## src/hdl/cbe_pkg.sv

```systemverilog
// ----------------------------------------------------------------------------
// cbe_pkg
// Types and constants shared by the CBOR item head encoder modules.
// ----------------------------------------------------------------------------
package cbe_pkg;

	// Request function codes
	localparam logic [3:0] FUNC_HEAD       = 4'd0;
	localparam logic [3:0] FUNC_SIGNED     = 4'd1;
	localparam logic [3:0] FUNC_BOOL       = 4'd2;
	localparam logic [3:0] FUNC_NULL       = 4'd3;
	localparam logic [3:0] FUNC_SIMPLE     = 4'd4;
	localparam logic [3:0] FUNC_INDEF      = 4'd5;
	localparam logic [3:0] FUNC_BREAK      = 4'd6;
	localparam logic [3:0] FUNC_HALF       = 4'd7;
	localparam logic [3:0] FUNC_PAYLOAD    = 4'd8;

	// Additional info codes
	localparam logic [4:0] AI_ONE_BYTE     = 5'd24;
	localparam logic [4:0] AI_TWO_BYTES    = 5'd25;
	localparam logic [4:0] AI_FOUR_BYTES   = 5'd26;
	localparam logic [4:0] AI_EIGHT_BYTES  = 5'd27;
	localparam logic [4:0] AI_INDEFINITE   = 5'd31;

	// Fixed major type 7 bytes
	localparam logic [7:0] BYTE_FALSE      = 8'hf4;
	localparam logic [7:0] BYTE_TRUE       = 8'hf5;
	localparam logic [7:0] BYTE_NULL       = 8'hf6;
	localparam logic [7:0] BYTE_SIMPLE8    = 8'hf8;
	localparam logic [7:0] BYTE_HALF       = 8'hf9;
	localparam logic [7:0] BYTE_BREAK      = 8'hff;
	localparam logic [7:0] BYTE_SIMPLE_LOW = 8'he0;

	localparam logic [2:0] MAJOR_UINT      = 3'd0;
	localparam logic [2:0] MAJOR_NINT      = 3'd1;

	// Longest encoding is a head byte plus eight argument bytes
	localparam int MAX_BYTES = 9;
	localparam int LEN_W     = 4;

	typedef logic [LEN_W-1:0] len_t;

	typedef struct packed {
		logic [3:0]         func;
		logic [2:0]         major;
		logic [63:0]        argument;
		logic signed [63:0] signed_value;
		logic               bool_value;
		logic [7:0]         simple_value;
		logic [15:0]        half_bits;
		logic [7:0]         payload_byte;
	} request_t;

	typedef struct packed {
		logic [7:0] out_byte;
		logic       last_byte;
	} result_t;

	// Byte run for one item, first byte in the top byte lane
	typedef struct packed {
		len_t                       len;
		logic [8*MAX_BYTES-1:0]     bytes;
	} desc_t;

endpackage

```

## src/hdl/cbor_item_head_encoder_core.sv

```systemverilog
// ----------------------------------------------------------------------------
// cbor_item_head_encoder_core
// CBOR (RFC 8949) encoder for heads, simple items and string payload bytes.
// ----------------------------------------------------------------------------
// Each request yields a run of 1 to 9 CBOR bytes, the last one flagged with
// last_byte; unused function codes are accepted and yield nothing. The byte
// output sustains one byte per cycle while pop keeps up, so an item holds the
// output for its whole byte run (payload bytes, break, bool and null: one
// byte; a 64-bit head: nine bytes). Requests are taken every cycle while the
// run queue (DEPTH entries) has room; each passes the queue and then the
// serializer's output register. The back end serializer sets the rate.
module cbor_item_head_encoder_core
	import cbe_pkg::*;
#(
	parameter int DEPTH = 2
)
(
	input  logic     clk,
	input  logic     arst_n,
	input  logic     push,
	output logic     full,
	input  request_t request,
	output logic     empty,
	input  logic     pop,
	output result_t  result
);

	logic  q_full;
	logic  q_empty;
	logic  q_push;
	logic  q_pop;
	desc_t q_wdata;
	desc_t q_rdata;

	// Classification front end
	cbe_front u_front (
		.push    (push),
		.full    (full),
		.request (request),
		.q_full  (q_full),
		.q_push  (q_push),
		.desc    (q_wdata)
	);

	// Run queue
	cbe_queue #(
		.DEPTH (DEPTH)
	) u_queue (
		.clk    (clk),
		.arst_n (arst_n),
		.wr     (q_push),
		.wdata  (q_wdata),
		.rd     (q_pop),
		.rdata  (q_rdata),
		.full   (q_full),
		.empty  (q_empty)
	);

	// Byte serializer back end
	cbe_back u_back (
		.clk     (clk),
		.arst_n  (arst_n),
		.q_head  (q_rdata),
		.q_empty (q_empty),
		.q_pop   (q_pop),
		.empty   (empty),
		.pop     (pop),
		.result  (result)
	);

endmodule

```

## src/hdl/cbe_front.sv

```systemverilog
// ----------------------------------------------------------------------------
// cbe_front
// Accepts requests, classifies them and builds the byte run of each item.
// ----------------------------------------------------------------------------
module cbe_front
	import cbe_pkg::*;
(
	input  logic     push,
	output logic     full,
	input  request_t request,
	input  logic     q_full,
	output logic     q_push,
	output desc_t    desc
);

	// Shortest head form for a major type and a 64-bit argument
	function automatic desc_t head_run(input logic [2:0] mj, input logic [63:0] arg);
		desc_t d;
		d = '0;
		if (arg[63:5] == '0 && arg[4:0] < AI_ONE_BYTE) begin
			d.len   = len_t'(1);
			d.bytes = {mj, arg[4:0], 64'd0};
		end else if (arg[63:8] == '0) begin
			d.len   = len_t'(2);
			d.bytes = {mj, AI_ONE_BYTE, arg[7:0], 56'd0};
		end else if (arg[63:16] == '0) begin
			d.len   = len_t'(3);
			d.bytes = {mj, AI_TWO_BYTES, arg[15:0], 48'd0};
		end else if (arg[63:32] == '0) begin
			d.len   = len_t'(5);
			d.bytes = {mj, AI_FOUR_BYTES, arg[31:0], 32'd0};
		end else begin
			d.len   = len_t'(9);
			d.bytes = {mj, AI_EIGHT_BYTES, arg};
		end
		return d;
	endfunction

	logic  known;
	logic  neg;
	desc_t run;

	// Classify the request
	always_comb begin
		neg   = request.signed_value[63];
		known = 1'b1;
		run   = '0;
		case (request.func)
			FUNC_HEAD: begin
				run = head_run(request.major, request.argument);
			end
			FUNC_SIGNED: begin
				// negative n encodes as major 1 with argument -1-n
				run = neg ? head_run(MAJOR_NINT, ~request.signed_value)
				          : head_run(MAJOR_UINT, request.signed_value);
			end
			FUNC_BOOL: begin
				run.len   = len_t'(1);
				run.bytes = {(request.bool_value ? BYTE_TRUE : BYTE_FALSE), 64'd0};
			end
			FUNC_NULL: begin
				run.len   = len_t'(1);
				run.bytes = {BYTE_NULL, 64'd0};
			end
			FUNC_SIMPLE: begin
				if (request.simple_value[7:5] == 3'd0) begin
					run.len   = len_t'(1);
					run.bytes = {BYTE_SIMPLE_LOW | request.simple_value, 64'd0};
				end else begin
					run.len   = len_t'(2);
					run.bytes = {BYTE_SIMPLE8, request.simple_value, 56'd0};
				end
			end
			FUNC_INDEF: begin
				run.len   = len_t'(1);
				run.bytes = {request.major, AI_INDEFINITE, 64'd0};
			end
			FUNC_BREAK: begin
				run.len   = len_t'(1);
				run.bytes = {BYTE_BREAK, 64'd0};
			end
			FUNC_HALF: begin
				run.len   = len_t'(3);
				run.bytes = {BYTE_HALF, request.half_bits, 48'd0};
			end
			FUNC_PAYLOAD: begin
				run.len   = len_t'(1);
				run.bytes = {request.payload_byte, 64'd0};
			end
			default: begin
				// unused codes yield no bytes and are dropped
				known = 1'b0;
			end
		endcase
	end

	assign full   = q_full;
	assign q_push = push & ~q_full & known;
	assign desc   = run;

endmodule

```

## src/hdl/cbe_queue.sv

```systemverilog
// ----------------------------------------------------------------------------
// cbe_queue
// Short register queue of byte runs between front and back.
// ----------------------------------------------------------------------------
module cbe_queue
	import cbe_pkg::*;
#(
	parameter int DEPTH = 2
)
(
	input  logic  clk,
	input  logic  arst_n,
	input  logic  wr,
	input  desc_t wdata,
	input  logic  rd,
	output desc_t rdata,
	output logic  full,
	output logic  empty
);

	localparam int AW = (DEPTH > 1) ? $clog2(DEPTH) : 1;
	localparam int CW = $clog2(DEPTH + 1);

	desc_t          mem_q [DEPTH];
	logic [AW-1:0]  wr_ptr_q;
	logic [AW-1:0]  rd_ptr_q;
	logic [CW-1:0]  count_q;

	function automatic logic [AW-1:0] next_ptr(input logic [AW-1:0] p);
		return (p == AW'(DEPTH - 1)) ? '0 : p + 1'b1;
	endfunction

	// Entry storage
	always_ff @(posedge clk) begin
		if (wr) begin
			mem_q[wr_ptr_q] <= wdata;
		end
	end

	// Pointers and fill count
	always_ff @(posedge clk or negedge arst_n) begin
		if (!arst_n) begin
			wr_ptr_q <= '0;
			rd_ptr_q <= '0;
			count_q  <= '0;
		end else begin
			if (wr) begin
				wr_ptr_q <= next_ptr(wr_ptr_q);
			end
			if (rd) begin
				rd_ptr_q <= next_ptr(rd_ptr_q);
			end
			if (wr && !rd) begin
				count_q <= count_q + 1'b1;
			end else if (rd && !wr) begin
				count_q <= count_q - 1'b1;
			end
		end
	end

	assign rdata = mem_q[rd_ptr_q];
	assign full  = (count_q == CW'(DEPTH));
	assign empty = (count_q == '0);

	// Checks
	a_no_overflow: assert property (@(posedge clk) disable iff (!arst_n)
		full |-> !wr) else $error("queue written while full");
	a_no_underflow: assert property (@(posedge clk) disable iff (!arst_n)
		empty |-> !rd) else $error("queue read while empty");
	a_count_range: assert property (@(posedge clk) disable iff (!arst_n)
		count_q <= CW'(DEPTH)) else $error("queue count out of range");

endmodule

```

## src/hdl/cbe_back.sv

```systemverilog
// ----------------------------------------------------------------------------
// cbe_back
// Serializes byte runs into the result queue port, one byte per cycle while pop keeps up.
// ----------------------------------------------------------------------------
module cbe_back
	import cbe_pkg::*;
(
	input  logic    clk,
	input  logic    arst_n,
	input  desc_t   q_head,
	input  logic    q_empty,
	output logic    q_pop,
	output logic    empty,
	input  logic    pop,
	output result_t result
);

	localparam int DW = 8 * MAX_BYTES;

	logic          active_q;
	len_t          len_q;
	logic [DW-1:0] data_q;
	logic          out_valid_q;
	result_t       out_q;

	logic          out_adv;
	logic          src_valid;
	len_t          src_len;
	logic [DW-1:0] src_bytes;
	logic          src_last;

	// Next byte comes from the run in progress, else from the queue head
	always_comb begin
		src_valid = active_q | ~q_empty;
		src_len   = active_q ? len_q  : q_head.len;
		src_bytes = active_q ? data_q : q_head.bytes;
		src_last  = (src_len == len_t'(1));
		out_adv   = ~out_valid_q | pop;
		q_pop     = out_adv & ~active_q & ~q_empty;
	end

	// Run and output control
	always_ff @(posedge clk or negedge arst_n) begin
		if (!arst_n) begin
			active_q    <= 1'b0;
			len_q       <= '0;
			out_valid_q <= 1'b0;
		end else if (out_adv) begin
			out_valid_q <= src_valid;
			if (src_valid) begin
				active_q <= ~src_last;
				len_q    <= src_len - 1'b1;
			end
		end
	end

	// Byte shifter and output register
	always_ff @(posedge clk) begin
		if (out_adv && src_valid) begin
			data_q            <= {src_bytes[DW-9:0], 8'h00};
			out_q.out_byte    <= src_bytes[DW-1:DW-8];
			out_q.last_byte   <= src_last;
		end
	end

	assign empty  = ~out_valid_q;
	assign result = out_q;

	// Checks
	a_run_len: assert property (@(posedge clk) disable iff (!arst_n)
		active_q |-> (len_q != '0)) else $error("active run with no bytes left");
	a_run_continues: assert property (@(posedge clk) disable iff (!arst_n)
		(out_valid_q && !out_q.last_byte && pop) |=> out_valid_q)
		else $error("gap inside a byte run");
	a_no_pop_mid_run: assert property (@(posedge clk) disable iff (!arst_n)
		active_q |-> !q_pop) else $error("queue read during a run");

endmodule
```

## config.mk

```make
export PLATFORM = sky130hd
export DESIGN_NAME = cbor_item_head_encoder_core
export DESIGN_NICKNAME = d
export VERILOG_FILES = /design/src/hdl/cbe_pkg.sv /design/src/hdl/cbor_item_head_encoder_core.sv /design/src/hdl/cbe_front.sv /design/src/hdl/cbe_queue.sv /design/src/hdl/cbe_back.sv
export SDC_FILE = /design/constraint.sdc
export NUM_CORES = 1
export LEC_CHECK = 0
export ABC_AREA = 0
export BUFFER_PORTS_ARGS = -buffer_cell sky130_fd_sc_hd__buf_4
export CAP_MARGIN = 10
export CELL_PAD_IN_SITES_DETAIL_PLACEMENT = 2
export CELL_PAD_IN_SITES_GLOBAL_PLACEMENT = 2
export CORE_UTILIZATION = 35
export CTS_BUF_LIST = sky130_fd_sc_hd__clkbuf_4
export DETAILED_ROUTE_END_ITERATION = 8
export MAX_ROUTING_LAYER = met4
export PLACE_DENSITY_LB_ADDON = 0.3
export RECOVER_POWER = 25
export SLEW_MARGIN = 10
export SYNTH_ARGS = -nofsm -noshare
export SYNTH_HDL_FRONTEND = slang
export SYNTH_SLANG_ARGS = --single-unit
```

## constraint.sdc

```tcl
create_clock -name clk -period 9.3 [get_ports clk]
set_input_delay 0.465 -clock clk [delete_from_list [all_inputs] [get_ports clk]]
set_output_delay 0.465 -clock clk [all_outputs]
set_load 0.005 [all_outputs]
```

-- Yosys cells after proc, flatten, opt, wreduce, memory -nomap -nowiden
Memories as Yosys holds them, arrays and structs flattened.
Cells that the tools add are included.
W data, S select, Z words.
- $add $sub $neg: 5
- mux-type cells: 25
- bitwise gates (word level): 12
- reductions and logical operators: 26
- order comparisons: 3
- equal/unequal tests: 10
- operators by type and width (kind ; number):
    $mux W76 ; 13
    $pmux W76 S9 ; 1
    $logic_not A59 Y1 ; 3
    $logic_not A56 Y1 ; 3
    $logic_not A48 Y1 ; 3
    $logic_not A32 Y1 ; 3
    $mux W74 ; 1
    $mux W72 ; 1
    $not A64 Y64 ; 1
    $eq A4 B3 Y1 const B ; 4
    $lt A5 B5 Y1 const B ; 3
    $reduce_or A9 Y1 ; 1
    $eq A4 B1 Y1 const B ; 2
    $eq A4 B2 Y1 const B ; 2
    $logic_and A1 B1 Y1 ; 6
    $mux W1 ; 6
    $not A1 Y1 ; 5
    $and A1 B1 Y1 ; 4
    $eq A4 B4 Y1 const B ; 1
    $logic_not A4 Y1 ; 1
    $mux W2 ; 2
    $mux W4 ; 1
    $sub A4 B1 Y4 const B ; 1
    $logic_not A3 Y1 ; 1
    other kinds (9) ; 12
- memories: 1
- register bits after elaboration: 83
- word-level logic and storage cells: 92
- memory bits (writable): 152
- memories (memory ; words ; width ; read ports ; clocked after memory_dff ; wr ports ; RTL line ; text):
    u_queue.mem_q ; 2 ; 76 ; 1 ; 0 ; 1 ; cbe_queue.sv:24 ; desc_t mem_q [DEPTH];

-- Longest topological paths before layout
Gate-level depths: netlist of the first run.
- word-level depth: 8
- gate-level depth with buffers: 9

-- By module
From an unflattened synthesis of the first run, not the netlist that was laid out.
- cells, all modules: 1032
- area, all modules: 12873.6 um^2
- by module, submodules not included (module ; times used ; cells an instance ; area an instance (um^2) ; seq. area each (um^2)):
    cbe_queue ; 1 ; 253 ; 5806.8 ; 4664.5
    cbe_front ; 1 ; 585 ; 3639.7 ; 0.0
    cbe_back ; 1 ; 194 ; 3427.0 ; 2342.2

-- Least setup slack after synthesis of the first run
No wires, ideal clock.
- path type: input port to flip-flop
- start: in request[166] (netlist bit)
- end: mem u_queue.mem_q[0][0] (netlist bit) (enable)
- setup time: 511 ps
- data arrival time: 4405 ps
- buffers on the path: 1
- data required time: 8789 ps
- path slack: 4383 ps
- cell stages on the path: 4
- cell sequence: clkbuf_1 nor3_1 o221ai_1 nor2_1
- longest elaborated chain between the ends: 6
- elaborated cells between the ends (all ways): 14
- those cells by class: eq/ne (8); mux (3); bitwise (1); reduce/logical (2)
- RTL lines (element ; RTL line ; text):
    from (decl) ; cbor_item_head_encoder_core.sv:22 ; input request_t request,
    $eq A4 B2 Y1, or another cell as far along ; cbe_front.sv:48 ; case (request.func)
    $reduce_or A9 Y1 (no line) * ; n/a ;
    $mux W1 * ; cbe_front.sv:48 ;
    $and A1 B1 Y1 * ; cbe_front.sv:98 ; assign q_push = push & ~q_full & known;
    $mux W1 * ; cbe_queue.sv:35 ; if (wr) begin
    $mux W1 (not written as such) * ; cbe_queue.sv:36 ; mem_q[wr_ptr_q] <= wdata;
    to (decl) ; cbe_queue.sv:24 ;
Every way passes the cells marked *; elsewhere a longest branch is shown, timed or not.

-- Final worst setup path of the first run
- start: reg u_back.active_q
- end: reg u_back.data_q[63] (data pin)
- longest elaborated chain between the ends: 1
- RTL lines (element ; RTL line ; text):
    from (decl) ; cbe_back.sv:20 ; logic active_q;
    from (signal assigned) ; cbe_back.sv:51 ; active_q <= ~src_last;
    $mux W72 ; cbe_back.sv:36 ; src_bytes = active_q ? data_q : q_head.bytes;
    net u_back.src_bytes[55] ; cbe_back.sv:29 ; logic [DW-1:0] src_bytes;
    to (signal assigned) ; cbe_back.sv:60 ; data_q <= {src_bytes[DW-9:0], 8'h00};
    to (decl) ; cbe_back.sv:22 ; logic [DW-1:0] data_q;
The timed path passes the listed nets, and every way through them passes these cells.
A chain may end at the register's enable or synchronous reset.

==> results.toml, run 1 <==
[status]
status = "finished, violations left"
violations = "max-capacitance violations, max-slew violations"

[critical_path]
crit_buf_inv = 1
critPathLaunchType = "flop"
crit_fanout = 104
path_cells = "clkbuf_1 -> o21ai_0"
critPathKind = "reg2reg"
cp_top_family = "buffers and inverters"
critical-path-slowest-cell = "clkbuf_1"
cp-end-kind = "flop"
critPathArrivalTime_ps = 5800
cp_slowest_stage_delay_ps = 2780
crit_required_ps = 9460

[final_layout]
nets = 1497
fin_cells = 1826
layout_commonest_cell = "edfxtp_1"
layout-drive-gt1-share = 0.225
fillers = 3668
final_area_um2 = 15000
area_growth_syn_to_layout_pct = 20.7
final_cell_mix = "edfxtp_1, buf_4, nand2_1, o21ai_0, clkbuf_4"
multiInputGateArea_um2 = 5010
seqCellArea_um2 = 7010

[placed_design]
dp_hpwl_um = 42500
placed_area_um2 = 14200
dp_cells = 1707
place_congestion = 0.982
dpl_worst_slack_ps = 5400
numPortBuffers = 182

[grt]
grt.total_usage = 0.338
grt_overflow = 0
grt_max_degree = 105
antenna_found_initial = 3
grt_first_pass_wirelength_um = 84400
grt_pass1_vias = 12100

[floorplan]
die_area_um2 = 36200
die_y_um = 190
ios = 183
start_util = 0.357
die_w_um = 190
rows = 68
core_area_um2 = 34700

[timing]
post-route-min-period_ps = 5650
fin_crit_sh = 0.607
fmax_mhz = 177
hold_viol = 0
timing.setup.tns_ps = 0
grt_setup_unrepaired = "false"
slew_headroom = -1.57
setup_viol = 0
finalClockSkew_ps = 52.9
finalWorstSetupSlack_ps = 3650
worst_slew_pin_slew_ps = 3850
drv_slew = 196

[logic_synthesis]
syn-num-nets = 1314
synth_seq_cells = 235
synth_edf_count = 225
synth_area_um2 = 12400
netlist-cell-type-count = 65
yosys_most_used_dff = "edfxtp_1"
netlist.top_cell.by_area = "edfxtp_1"
seq_area_frac_synth = 0.565
yosysWarnings = 0
async_flop_share = 0.0426
avgSynthCellArea_um2 = 10.9
syn_inst = 1139
netlist.area_leader.share = 0.545
synth_area_leaders = "edfxtp_1, mux2i_1, o21ai_0"

[detailed_routing]
firstDrtPassIters = 5
drcViolationCount = 0
via_per_inst = 6.29
routed_wl_um = 58900
drtIter0Drc = 1060
vias = 11500
routedWlPerCell_um = 32.2
ant_nets = 0

[clocking]
cts_resized = 0
cts_sinks = 235
cts-htree-levels = 3
clock-root-buffer = "clkbuf_4"
cts_made_buffers = 66
clk_latency_ps = 700
cts_tree = "done"
path_clk_slew_ps = 80
clockBufferDepth = 3

[run]
maxCapViolCount = 4

[min_path]
hold_path.class = "in2reg"

[power_and_ir_drop]
power_mw = 3.62
power.density_nw_per_um2 = 242
peakVddDrop_uv = 162
power_leakage_nw = 5.53
## synthesized netlist by cell type, drive strengths merged, types with 4 or more instances
cell type	number
clkbuf	67
a22oi	7
nor4	38
mux2i	92
o32ai	11
inv	17
o21ai	141
o2111ai	8
o21a	5
a22o	11
nand3	20
dfrtp	10
a31oi	15
and2	5
edfxtp	225
a211o	6
nor3	13
buf	21
o221ai	11
nand2	130
nand4	22
a21o	7
o31a	4
nor2	64
o211ai	19
o21bai	6
o311a	10
xnor2	22
a211oi	12
or3	6
a21oi	69
## repair_timing
action / CTS / global route
hold endpoints to repair: 11 / 0
buffers inserted: 0 / 0
hold buffers: 2 / 0
## worst min-delay path: stages
cell and delay (ps):
buf_4 80, nand2_1 40, nand3_1 100
## state kept, by name, indices dropped and copies added (netlist names)
name                flops
u_queue.wr_ptr_q        1
u_back.data_q          64
u_back.result           9
u_back.active_q         1
u_queue.count_q         2
u_back.out_valid_q      1
u_back.len_q            4
u_queue.rd_ptr_q        1
u_queue.mem_q         152
## path summary, 6_finish.rpt
kind | to | slack, ps | start | cells past startpoint
setup / recovery | u_back.data_q[63] | 3650 | u_back.active_q | 2
hold / removal | u_queue.mem_q[1][54] | 100 | request[14] | 3
setup reg to reg | u_back.data_q[63] | 3650 | u_back.active_q | 2
hold reg to reg | u_queue.wr_ptr_q | 500 | u_queue.wr_ptr_q | 1
max in group asynchronous | u_back.out_valid_q | 8640 | arst_n | 2
min in group asynchronous | u_back.len_q[1] | 280 | arst_n | 2
## cells by family (layout without fill, tap and decap cells)
| group | count (synthesis) | count (layout) | synth area share |
|---|---|---|---|
| AO/OA/AOI/OAI | 367 | 367 | 0.189 |
| XOR/XNOR | 25 | 25 | 0.0177 |
| adder cells (fa/ha/maj) | 3 | 3 | 0.00303 |
| buffers and inverters | 105 | 334 | 0.0328 |
| flip-flops | 235 | 235 | 0.565 |
| multiplexers | 94 | 94 | 0.0761 |
| other | 0 | 3 | 0 |
| AND/OR/NAND/NOR | 310 | 310 | 0.117 |
## routing by layer
metal  vias to the layer above  global-route usage  wire length [µm]
met5                         -                   -                 0
met4                         0               0.148              2380
met3                       145              0.0631              4550
met2                       696               0.521             27400
met1                      5825               0.435             24500
li1                       4822                   -                 -
## cell type report
class	instances	area share
diodes	3	0.000502
clock buffers	98	0.0492
clock inverters	16	0.00418
inverters	17	0.00426
multi-input cells	799	0.335
flip-flops and latches	235	0.468
well taps	455	0.0380
repair buffers	203	0.101
## power breakdown
group / total (mW) / internal (mW) / switching, mW
sequential: 1.69 / 1.54 / 0.157
clock: 0.931 / 0.480 / 0.451
combinational: 0.999 / 0.352 / 0.648
total: 3.62 / 2.37 / 1.26
## through the flow
| stage | util | hold WS (ps) |
|---|---|---|
| after floorplan | - | 169 |
| after global placement | 0.409 | 307 |
| after detailed placement | 0.409 | 305 |
| after CTS | 0.432 | 26.7 |
| after global routing | 0.431 | 54.6 |
| final | 0.431 | 101 |
Power figures use the tool's default switching activity.
==> run 2, diff against run 1 <==
==> constraint.sdc (replaced) <==
create_clock -name clk -period 5.4 [get_ports clk]
set_input_delay 0.27 -clock clk [delete_from_list [all_inputs] [get_ports clk]]
set_output_delay 0.27 -clock clk [all_outputs]
set_load 0.005 [all_outputs]
==> run 2 against run 1 <==
Effect of this change: the flow still finishes with violations (max-capacitance violations, max-slew violations); routed wire length is 0.59% higher; global-route usage is 0.070 points higher; clock-buffer cell count is 24 lower; clock skew is 5.0 ps higher; first-iteration DRC count is 12% lower; largest power group unchanged.
==> results.toml, run 2 (synthesized netlist as in run 1, its figures left out) <==
[status]
status = "finished, violations left"
violations = "max-capacitance violations, max-slew violations"

[critical_path]
r2r-end = "u_back.data_q[39]"
cp_top_family = "flip-flops"
reg2reg_setup_slack_ps = 1380
critPathLaunch = "u_queue.rd_ptr_q"
path_cells = "buf_4 -> mux2i_1 -> o21ai_0"
crit_required_ps = 5810
rr_worst_depth = 3
cp-end-kind = "flop"
critPathLaunchType = "flop"
critical-path-slowest-cell = "dfrtp_1"
cp.depth = 3
crit_fanout = 41
critPathArrivalTime_ps = 4430
critPathKind = "reg2reg"
endpoint = "u_back.data_q[39]"
cp_slowest_stage_delay_ps = 2120
rr_startpoint = "u_queue.rd_ptr_q"
crit_buf_inv = 1

[final_layout]
seqCellArea_um2 = 7010
largest_reg_flops = 152
fillers = 3615
area_growth_syn_to_layout_pct = 22.8
multiInputGateArea_um2 = 5030
final_cell_mix = "edfxtp_1, buf_4, nand2_1, o21ai_0, mux2i_1"
layout-drive-gt1-share = 0.212
nets = 1523
top_register = "u_queue.mem_q"
fin_cells = 1848
layout_commonest_cell = "edfxtp_1"

[grt]
grt.busiest_layer = "met2"
grt_first_pass_wirelength_um = 84600
grt_max_degree = 96
grt.total_usage = 0.339
antenna_found_initial = 2
grt_overflow = 0
grt_use_met2 = 0.533
gr-usage-met3 = 0.0416
use_met1 = 0.442
grt_pass1_vias = 12100

[detailed_routing]
vias = 11400
ant_nets = 0
drtIter0Drc = 935
firstDrtPassIters = 5
drcViolationCount = 0
routedWlPerCell_um = 32.0
via_per_inst = 6.16
routed_wl_um = 59200

[placed_design]
place_congestion = 0.968
dp_cells = 1709
dp_hpwl_um = 42500
numPortBuffers = 182

[timing]
slew_headroom = -0.748
grt_setup_unrepaired = "false"
post-route-min-period_ps = 4020
setup_viol = 0
timing.setup.tns_ps = 0
fin_crit_sh = 0.745
drv_slew = 91
worst_slew_pin_slew_ps = 2620
hold_viol = 0
fmax_mhz = 249
finalClockSkew_ps = 57.9

[clocking]
path_clk_slew_ps = 70
cts_resized = 0
clock-root-buffer = "clkbuf_4"
cts-htree-levels = 2
cts_sinks = 235
clockBufferDepth = 3
cts_made_buffers = 59
cts_setup_buffers = 0
clk_latency_ps = 720
cts_tree = "done"

[power_and_ir_drop]
power_leakage_nw = 5.62
peakVddDrop_uv = 423
power.density_nw_per_um2 = 405

[min_path]
hold_path.class = "in2reg"
min_from = "request[109]"

[floorplan]
die_area_um2 = 36200
rows = 68
die_w_um = 190
die_y_um = 190
start_util = 0.357
ios = 183
core_area_um2 = 34700

[run]
maxCapViolCount = 3
run 2: cell types whose count changed in the layout (fill, tap and decap cells not counted), sizes merged:
cell,delta
clkbuf,-24
buf,+2
dlygate4sd3,+31
diode,-1
clkinv,+12
bufinv,+2
run 2: power breakdown:
part | switching [mW] | total [mW] | internal (mW)
logic | 1.07 | 1.69 | 0.621
clock network | 0.770 | 1.51 | 0.742
registers | 0.324 | 2.96 | 2.64
run 2: worst min path at each step:
stage | cells past startpoint | end | slack, ps
after floorplan | 0 | u_back.active_q | -30
after global placement | 1 | u_queue.count_q[1] | 120
after detailed placement | 1 | u_queue.count_q[1] | 120
after CTS | 3 | u_queue.mem_q[1][62] | 7
after global routing | 3 | u_queue.mem_q[0][25] | 20
final | 3 | u_queue.mem_q[1][12] | 70
run 2: worst reg2reg max path: stages, from the launching register on:
cell and delay (ps):
dfrtp_1 2120, buf_4 870, mux2i_1 250, o21ai_0 470
run 2: area by class of cell:
type / count / area share
Antenna cell: 2 / 0.000329
Clock buffer: 74 / 0.0365
Clock inverter: 30 / 0.0113
Inverter: 17 / 0.00419
Multi-Input combinational cell: 799 / 0.330
Sequential cell: 235 / 0.460
Tap cell: 455 / 0.0374
Timing Repair Buffer: 236 / 0.120
run 2: per-layer routing:
metal  vias to the layer above  part of all wire  wire length (µm)
met5                         -                 0                 0
met4                         0             0.048              2830
met3                       155             0.058              3420
met2                       579              0.47             27700
met1                      5796              0.43             25300
li1                       4862                 -                 -
run 2: stage by stage:
step / power, mW / hold WS, ps / cell area [µm²] / worst slack, ps / util
5_1_grt: 6.45 / 20.2 / 15200 / 1240 / 0.439
4_1_cts: 6.18 / 7.00 / 15300 / 2370 / 0.440
3_5_place_dp: 4.65 / 115 / 14200 / 1790 / 0.409
3_3_place_gp: 4.49 / 116 / 14200 / 1880 / 0.409
6_report: 6.17 / 74.6 / 15200 / 1380 / 0.439
2_1_floorplan: 3.83 / -25.6 / 12400 / 588 / -
run 2: repair_timing:
action | in CTS | in global routing
endpoints found under the hold margin | 64 | 0
endpoints found under the setup margin | 0 | 0
hold buffers | 33 | 0
